--- src/rtl/core/tdq_pkg.sv ---
`default_nettype none

package tdq_pkg;

    localparam int TIME_WIDTH     = 48;
    localparam int INTERVAL_WIDTH = 32;
    localparam int LEAD_WIDTH     = 16;
    localparam int SLOT_WIDTH     = 4;

    localparam logic [LEAD_WIDTH-1:0] LEAD_RESET = 16'd100;

    typedef enum logic [1:0] {
        OP_ADD    = 2'd0,
        OP_CANCEL = 2'd1,
        OP_TICK   = 2'd2,
        OP_NONE   = 2'd3
    } t_op;

    typedef enum logic [2:0] {
        KIND_ADDED     = 3'd0,
        KIND_FULL      = 3'd1,
        KIND_CANCELLED = 3'd2,
        KIND_NOT_FOUND = 3'd3,
        KIND_EXPIRED   = 3'd4,
        KIND_TICK_DONE = 3'd5
    } t_kind;

    typedef enum logic [2:0] {
        ST_IDLE,
        ST_SCAN,
        ST_EVAL,
        ST_ARM,
        ST_OUT
    } t_state;

    typedef struct packed {
        t_op                       operation;
        logic [TIME_WIDTH-1:0]     now_time;
        logic [TIME_WIDTH-1:0]     deadline;
        logic [INTERVAL_WIDTH-1:0] reload_interval;
        logic [SLOT_WIDTH-1:0]     slot_id;
    } t_in_word;

    typedef struct packed {
        t_kind                     kind;
        logic [SLOT_WIDTH-1:0]     timer_slot;
        logic                      earliest_changed;
        logic [TIME_WIDTH-1:0]     next_deadline;
        logic                      next_valid;
        logic [TIME_WIDTH-1:0]     arm_delay;
        logic                      last;
    } t_out_word;

    typedef struct packed {
        logic [TIME_WIDTH-1:0]     deadline;
        logic [INTERVAL_WIDTH-1:0] interval;
    } t_slot_entry;

endpackage

`default_nettype wire

--- src/rtl/core/timer_deadline_queue.sv ---
`default_nettype none

// Timer table of NUM_SLOTS slots, each a deadline and a reload interval, all
// in microseconds. An add or cancel word gives a single result; a tick word
// gives, for k expired slots, one expired result per pass and a closing tick
// done result. Each pass reads the slot memory one slot per cycle through its
// single read port and a shared compare unit keeps the running minimum.
// Results appear for exactly one cycle on o_result with o_res_valid high and
// cannot be stalled; the result marked last closes the word and busy is low
// again by then. min_arm_lead is written through i_cfg_we/i_cfg_wdata; the
// user must write it only while busy is low: the block does not enforce it.
module timer_deadline_queue #(
    parameter int NUM_SLOTS = 16
) (
    input  wire                            i_clk,
    input  wire                            i_rst_n,
    input  wire                            start,
    output logic                           busy,
    input  tdq_pkg::t_in_word              i_cmd,
    output logic                           o_res_valid,
    output tdq_pkg::t_out_word             o_result,
    input  wire                            i_cfg_we,
    input  wire  [tdq_pkg::LEAD_WIDTH-1:0] i_cfg_wdata
);
    import tdq_pkg::*;

    localparam int AW = (NUM_SLOTS > 1) ? $clog2(NUM_SLOTS) : 1;
    localparam int CW = $clog2(NUM_SLOTS + 1);
    localparam logic [CW-1:0] LAST_IDX = CW'(NUM_SLOTS);
    localparam logic [AW+SLOT_WIDTH-1:0] SLOT_LIMIT = (AW + SLOT_WIDTH)'(NUM_SLOTS);

    t_state                  r_state, n_state;
    logic [NUM_SLOTS-1:0]    r_busy;
    logic [NUM_SLOTS-1:0]    r_done;
    logic [LEAD_WIDTH-1:0]   r_lead;
    logic [CW-1:0]           r_idx;
    logic                    r_rd_vld;
    logic [AW-1:0]           r_rd_idx;
    t_in_word                r_in;
    logic                    r_res_valid;
    t_out_word               r_result;

    logic                    r_best_any;
    logic [TIME_WIDTH-1:0]   r_best_dl;
    logic                    r_free_any;
    logic [AW-1:0]           r_free_idx;
    logic                    r_pick_any;
    logic [AW-1:0]           r_pick_idx;
    t_slot_entry             r_pick;
    t_kind                   r_kind;
    logic [SLOT_WIDTH-1:0]   r_slot;
    logic                    r_changed;
    logic [TIME_WIDTH:0]     r_diff;

    logic                    mem_we;
    logic [AW-1:0]           mem_waddr;
    t_slot_entry             mem_wdata;
    logic [AW-1:0]           mem_raddr;
    t_slot_entry             mem_rdata;

    logic                    accept;
    logic [AW+SLOT_WIDTH-1:0] sid_ext;
    logic                    sid_hit;
    logic                    add_earlier;
    logic [TIME_WIDTH:0]     reload_sum;
    logic [TIME_WIDTH-1:0]   reload_dl;
    logic [AW+SLOT_WIDTH-1:0] free_ext;
    logic [AW+SLOT_WIDTH-1:0] pick_ext;
    logic [TIME_WIDTH-1:0]   lead_ext;
    logic [TIME_WIDTH-1:0]   arm_val;

    tdq_slot_mem #(
        .NUM_SLOTS (NUM_SLOTS)
    ) u_slot_mem (
        .i_clk   (i_clk),
        .i_we    (mem_we),
        .i_waddr (mem_waddr),
        .i_wdata (mem_wdata),
        .i_raddr (mem_raddr),
        .o_rdata (mem_rdata)
    );

    assign busy        = (r_state != ST_IDLE);
    assign accept      = start && !busy;
    assign o_res_valid = r_res_valid;
    assign o_result    = r_result;

    assign sid_ext     = {{AW{1'b0}}, i_cmd.slot_id};
    assign sid_hit     = (sid_ext < SLOT_LIMIT) && r_busy[sid_ext[AW-1:0]];
    assign add_earlier = !r_best_any || (r_in.deadline < r_best_dl);
    assign reload_sum  = {1'b0, r_pick.deadline} + (TIME_WIDTH + 1)'(r_pick.interval);
    assign reload_dl   = reload_sum[TIME_WIDTH] ? {TIME_WIDTH{1'b1}}
                                                : reload_sum[TIME_WIDTH-1:0];
    assign free_ext    = {{SLOT_WIDTH{1'b0}}, r_free_idx};
    assign pick_ext    = {{SLOT_WIDTH{1'b0}}, r_pick_idx};
    assign lead_ext    = TIME_WIDTH'(r_lead);
    assign arm_val     = (!r_diff[TIME_WIDTH] && (r_diff[TIME_WIDTH-1:0] >= lead_ext))
                         ? r_diff[TIME_WIDTH-1:0] : lead_ext;

    // next state
    always_comb begin
        n_state = r_state;
        unique case (r_state)
            ST_IDLE: begin
                if (accept && (i_cmd.operation != OP_NONE)) begin
                    n_state = ST_SCAN;
                end
            end
            ST_SCAN: begin
                if (r_idx == LAST_IDX) begin
                    n_state = ST_EVAL;
                end
            end
            ST_EVAL: begin
                if ((r_in.operation == OP_TICK) && r_pick_any) begin
                    n_state = ST_SCAN;
                end else begin
                    n_state = ST_ARM;
                end
            end
            ST_ARM:  n_state = ST_OUT;
            ST_OUT:  n_state = ST_IDLE;
            default: n_state = ST_IDLE;
        endcase
    end

    // memory control
    always_comb begin
        mem_we    = 1'b0;
        mem_waddr = r_free_idx;
        mem_wdata = '{deadline: r_in.deadline, interval: r_in.reload_interval};
        mem_raddr = r_idx[AW-1:0];
        if (r_state == ST_EVAL) begin
            if (r_in.operation == OP_ADD) begin
                mem_we = r_free_any;
            end else if (r_in.operation == OP_TICK) begin
                mem_we    = r_pick_any && (r_pick.interval != '0);
                mem_waddr = r_pick_idx;
                mem_wdata = '{deadline: reload_dl, interval: r_pick.interval};
            end
        end
    end

    always_ff @(posedge i_clk) begin
        if (!i_rst_n) begin
            r_state     <= ST_IDLE;
            r_busy      <= '0;
            r_lead      <= LEAD_RESET;
            r_idx       <= '0;
            r_rd_vld    <= 1'b0;
            r_res_valid <= 1'b0;
        end else begin
            r_state     <= n_state;
            r_res_valid <= 1'b0;
            r_rd_vld    <= (r_state == ST_SCAN) && (r_idx != LAST_IDX);
            if (i_cfg_we) begin
                r_lead <= i_cfg_wdata;
            end
            if (r_state == ST_SCAN && r_idx != LAST_IDX) begin
                r_idx <= r_idx + 1'b1;
            end else if (r_state != ST_SCAN) begin
                r_idx <= '0;
            end
            if (accept && (i_cmd.operation == OP_CANCEL) && sid_hit) begin
                r_busy[sid_ext[AW-1:0]] <= 1'b0;
            end
            if (r_state == ST_EVAL) begin
                if (r_in.operation == OP_ADD && r_free_any) begin
                    r_busy[r_free_idx] <= 1'b1;
                end else if (r_in.operation == OP_TICK && r_pick_any) begin
                    r_res_valid <= 1'b1;
                    if (r_pick.interval == '0) begin
                        r_busy[r_pick_idx] <= 1'b0;
                    end
                end
            end
            if (r_state == ST_OUT) begin
                r_res_valid <= 1'b1;
            end
        end
    end

    always_ff @(posedge i_clk) begin
        r_rd_idx <= r_idx[AW-1:0];
        // shared compare unit, one slot a cycle
        if (r_rd_vld) begin
            if (r_busy[r_rd_idx] && (!r_best_any || mem_rdata.deadline < r_best_dl)) begin
                r_best_any <= 1'b1;
                r_best_dl  <= mem_rdata.deadline;
            end
            if (!r_busy[r_rd_idx] && !r_free_any) begin
                r_free_any <= 1'b1;
                r_free_idx <= r_rd_idx;
            end
            if ((r_in.operation == OP_TICK) && r_busy[r_rd_idx] && !r_done[r_rd_idx]
                && (mem_rdata.deadline <= r_in.now_time)
                && (!r_pick_any || mem_rdata.deadline < r_pick.deadline)) begin
                r_pick_any <= 1'b1;
                r_pick_idx <= r_rd_idx;
                r_pick     <= mem_rdata;
            end
        end
        if (accept) begin
            r_in       <= i_cmd;
            r_best_any <= 1'b0;
            r_free_any <= 1'b0;
            r_pick_any <= 1'b0;
            r_done     <= '0;
            r_changed  <= 1'b0;
            r_kind     <= sid_hit ? KIND_CANCELLED : KIND_NOT_FOUND;
            r_slot     <= i_cmd.slot_id;
        end
        if (r_state == ST_EVAL) begin
            unique case (r_in.operation)
                OP_ADD: begin
                    if (r_free_any) begin
                        r_kind    <= KIND_ADDED;
                        r_slot    <= free_ext[SLOT_WIDTH-1:0];
                        r_changed <= add_earlier;
                        if (add_earlier) begin
                            r_best_any <= 1'b1;
                            r_best_dl  <= r_in.deadline;
                        end
                    end else begin
                        r_kind <= KIND_FULL;
                        r_slot <= '0;
                    end
                end
                OP_TICK: begin
                    if (r_pick_any) begin
                        r_result <= '{kind: KIND_EXPIRED,
                                      timer_slot: pick_ext[SLOT_WIDTH-1:0],
                                      earliest_changed: 1'b0, next_deadline: '0,
                                      next_valid: 1'b0, arm_delay: '0, last: 1'b0};
                        r_done[r_pick_idx] <= 1'b1;
                        r_best_any <= 1'b0;
                        r_free_any <= 1'b0;
                        r_pick_any <= 1'b0;
                    end else begin
                        r_kind <= KIND_TICK_DONE;
                        r_slot <= '0;
                    end
                end
                OP_CANCEL, OP_NONE: begin
                end
                default: begin
                end
            endcase
        end
        if (r_state == ST_ARM) begin
            r_diff <= {1'b0, r_best_dl} - {1'b0, r_in.now_time};
        end
        if (r_state == ST_OUT) begin
            r_result <= '{kind: r_kind, timer_slot: r_slot, earliest_changed: r_changed,
                          next_deadline: r_best_any ? r_best_dl : '0,
                          next_valid: r_best_any,
                          arm_delay: r_best_any ? arm_val : '0,
                          last: 1'b1};
        end
    end

    a_last_ends_word: assert property (@(posedge i_clk) disable iff (!i_rst_n)
        (o_res_valid && o_result.last) |-> (r_state == ST_IDLE))
        else $error("closing word while still busy");

    a_expired_mid_tick: assert property (@(posedge i_clk) disable iff (!i_rst_n)
        (o_res_valid && !o_result.last) |-> (r_state == ST_SCAN && r_in.operation == OP_TICK))
        else $error("expired word outside a tick pass");

    a_no_result_on_accept: assert property (@(posedge i_clk) disable iff (!i_rst_n)
        accept |=> !o_res_valid)
        else $error("result right after accept");

    a_changed_only_add: assert property (@(posedge i_clk) disable iff (!i_rst_n)
        (o_res_valid && o_result.earliest_changed) |->
            (o_result.kind == KIND_ADDED && o_result.next_valid))
        else $error("earliest_changed on a non-add word");

endmodule

`default_nettype wire

--- src/rtl/core/tdq_slot_mem.sv ---
`default_nettype none

module tdq_slot_mem #(
    parameter int NUM_SLOTS = 16
) (
    input  wire                          i_clk,
    input  wire                          i_we,
    input  wire  [$clog2(NUM_SLOTS)-1:0] i_waddr,
    input  tdq_pkg::t_slot_entry         i_wdata,
    input  wire  [$clog2(NUM_SLOTS)-1:0] i_raddr,
    output tdq_pkg::t_slot_entry         o_rdata
);
    import tdq_pkg::*;

    t_slot_entry r_mem [NUM_SLOTS];
    t_slot_entry r_rdata;

    always_ff @(posedge i_clk) begin
        if (i_we) begin
            r_mem[i_waddr] <= i_wdata;
        end
        r_rdata <= r_mem[i_raddr];
    end

    assign o_rdata = r_rdata;

endmodule

`default_nettype wire
--- config.mk ---
export PLATFORM = sky130hd
export DESIGN_NAME = timer_deadline_queue
export DESIGN_NICKNAME = d
export VERILOG_FILES = /design/src/rtl/core/tdq_pkg.sv /design/src/rtl/core/timer_deadline_queue.sv /design/src/rtl/core/tdq_slot_mem.sv
export SDC_FILE = /design/constraint.sdc
export NUM_CORES = 2
export LEC_CHECK = 0
export BUFFER_PORTS_ARGS = -buffer_cell sky130_fd_sc_hd__buf_2
export CORE_ASPECT_RATIO = 1.5
export CORE_MARGIN = 5
export CORE_UTILIZATION = 40
export CTS_CLUSTER_DIAMETER = 60
export DETAILED_ROUTE_END_ITERATION = 16
export SYNTH_ARGS = -nofsm -noshare
export SYNTH_HDL_FRONTEND = slang
export SYNTH_SLANG_ARGS = --single-unit
--- constraint.sdc ---
create_clock -name i_clk -period 9.2 [get_ports i_clk]
set_input_delay 1.84 -clock i_clk [delete_from_list [all_inputs] [get_ports i_clk]]
set_output_delay 1.84 -clock i_clk [all_outputs]
set_load 0.01 [all_outputs]
==> out/summary.txt <==
Status: finished clean
DRC violations left: 0
Power density over the cells: 193.7 nW/um2
Post-synthesis mux area share: 13.85%
Asr flop ratio synth: 0%
Max-cap violation count: 0
DIE AREA: 203,600 um2
Critical Path AT: 5.21 ns
Worst Setup Start Kind: flop
Deepest level of the CTS H-tree: 4
Die width: 370.1 um
Gr usage total: 20.67%
Crit path time final: 4.809 ns
Reg clk slew, reported paths: 0.06 ns
Top Ports: 262
Post-Synth XOR/XNOR Area: 0.8670%
CP required: 9.60 ns
PortBufs: 261
Initial antenna violation count: 17
Peak supply drop: 0.1439 mV
# clock sinks: 1,854
Largest cells by area after synthesis: edfxtp_1 64%, mux4_2 12%, dfxtp_1 5.2%
Simple-Gate Fraction of Synth Area: 4.866%
Total Wirelength: 213,500 um
Max-slew violation count: 0
GRT overflow: 0
CTS tree: done
Setup slack, reg-to-reg: 4.39 ns
Syn-to-layout area delta: 13.58%
Placed Cells: 7,280
Row cnt: 198
Commonest non-fill, non-tap cell in the layout: edfxtp_1
Leakage: 29.77 nW
Final Cell Area: 88,340 um2
Setup TNS: 0 ns
Final period util: 52.27%
Postcts setup bufs: 0
Die Y: 550.1 um
RSZ-0062 raised after global routing: no
Largest net degree at the start of global routing: 109
Skew final: 0.04966 ns
Final cell count without fillers: 7,605
Final layout net count: 5,303
Crit. End Element: flop
Core Util, Final: 45.60%
Leading area contributor after synthesis: edfxtp_1
Post-synth cell types: 90
Syn_nets: 4,957
Number of detailed-route iterations in the first pass: 6
Cell area after synthesis: 77,780 um2
Ys flop type: edfxtp_1
Avg Cell Area, Syn: 17.23 um2
Post-synth top area share: 63.78%
Count of hold-fix buffers inserted at cts: 0
CTS Buffer Depth: 4
Number of synthesized flops with an enable pin: 1,652
Routed Antenna Nets: 0
Slew at the pin with the worst max-slew slack: 1.251 ns
CTS Buf Count: 178
First-pass GRT wire length: 308,000 um
Post-Synthesis Cells: 4,514
Post-CTS Resized: 0
Worst-Skew Late Latency: 0.83 ns
Synth Warn #: 0
Starting Density: 40.15%
Seq/Total Area, Yosys: 68.98%
Synth Area in Compound Gates: 4.951%
Most frequent cells in the layout: 1,652 x edfxtp_1, 414 x mux4_2, 287 x ha_1
Placed Area: 82,630 um2
Core box area: 193,700 um2
Setup-failing EPs final: 0
Worst Hold Class: reg2reg
Initial DRC count: 3,473
CP max FO: 64
Rel. slew slack: 16.23%
Synth Area in Adders: 4.668%
Via count: 42,360
DP Wirelength: 135,800 um
Via density per instance: 5.570
Share of cells above drive strength 1: 22.93%
CP Class: reg2reg
Yosys reg bits: 1,854
Fmax: 0.2079 GHz
CTS Root Cell: clkbuf_16
GPL Wtd Cong: 0.9524
Place WS: 4.370 ns
Number of global-route vias before repair: 43,880
Wire per inst: 28.07 um
Fin. Hold Viols: 0
Largest family of logic cells by synthesized area: multiplexers
Setup WS post-layout: 4.391 ns
cells by family (layout without fill, tap and decap cells):
group,after synthesis,after routing
DFF,1854,1854
and+or+nand+nor,790,790
AOI/OAI and AO/OA,594,594
muxes,547,547
buffers and inverters,363,847
adders and majority gates,289,289
xor gates and xnor gates,77,77
other,0,7
cells in the mapped netlist (22+ instances only):
master    instances
mux4_2          414
dfxtp_1         202
and2_1           46
inv_1           197
clkbuf_1        114
nor2b_1          39
mux2i_1          38
nor3_1           40
xnor2_1          44
nand2_1         254
nand4_1          52
nand3_1          39
a211oi_1         22
buf_1            35
nor4_1           22
a21o_1          104
a21oi_1         186
mux2_2           76
ha_1            287
xor2_1           33
nor2_1          205
o21ai_0         116
edfxtp_1       1652
nand2b_1         26
path summary, 6_finish.rpt:
check                                      start              endpoint  cells past startpoint
setup / recovery             r_rd_idx[0]$_DFF_P_  r_pick[53]$_DFFE_PP_                     10
setup reg to reg             r_rd_idx[0]$_DFF_P_  r_pick[53]$_DFFE_PP_                     10
hold reg to reg   u_slot_mem.o_rdata[10]$_DFF_P_  r_pick[10]$_DFFE_PP_                      0
hold / removal    u_slot_mem.o_rdata[10]$_DFF_P_  r_pick[10]$_DFFE_PP_                      0
final cells by class:
type / count / area (um2)
fill: 16740 / 105400
sequential: 1854 / 53670
multi-input combinational: 2297 / 22910
clock buffer: 236 / 4895
tap: 2600 / 3253
timing repair buffer: 331 / 2057
clock inverter: 82 / 802.0
inverter: 198 / 748.2
antenna: 7 / 17.52
through the flow:
stage / hold slack [ns] / total power, W
after global placement: 0.3872 / 0.01006
after detailed placement: 0.3906 / 0.01006
after CTS: 0.4044 / 0.01728
final: 0.4074 / 0.01711
after floorplan: 0.3498 / 0.009823
after global routing: 0.4119 / 0.01766
sequential cells by signal, indices dropped and copies added (netlist names), 3 cells and up:
signal / count
r_in: 130
u_slot_mem.r_mem: 1280
r_pick_idx: 4
r_best_dl: 48
r_idx: 5
r_rd_idx: 4
r_state: 3
u_slot_mem.o_rdata: 80
r_slot: 4
r_diff: 49
r_busy: 16
r_done: 16
r_free_idx: 4
r_lead: 16
o_result: 106
r_pick: 80
r_kind: 3
per-layer routing:
metal | vias to the layer above | GRT usage, % | share of wire [%]
li1 | 18540 | - | -
met1 | 22110 | 25.82 | 39
met2 | 1381 | 37.00 | 52
met3 | 329 | 2.530 | 5.0
met4 | 10 | 7.561 | 4.0
met5 | - | 0 | 0.030
critical path, cell delays in order (launching register included):
cell	delay [ns]
dfxtp_1	0.84
mux4_2	0.41
mux2i_1	0.08
mux2i_1	0.33
nand2_1	0.25
nor3_2	0.49
nand2b_1	0.10
nor4_1	0.28
a21oi_1	0.14
nor3_2	0.48
buf_4	0.80
power by group:
part           switching [W]  internal [W]
logic               0.000350      0.000241
registers          0.0000659       0.00922
clock network        0.00312       0.00412
total                0.00353        0.0136
No activity file was read; power rests on OpenSTA's default activity.
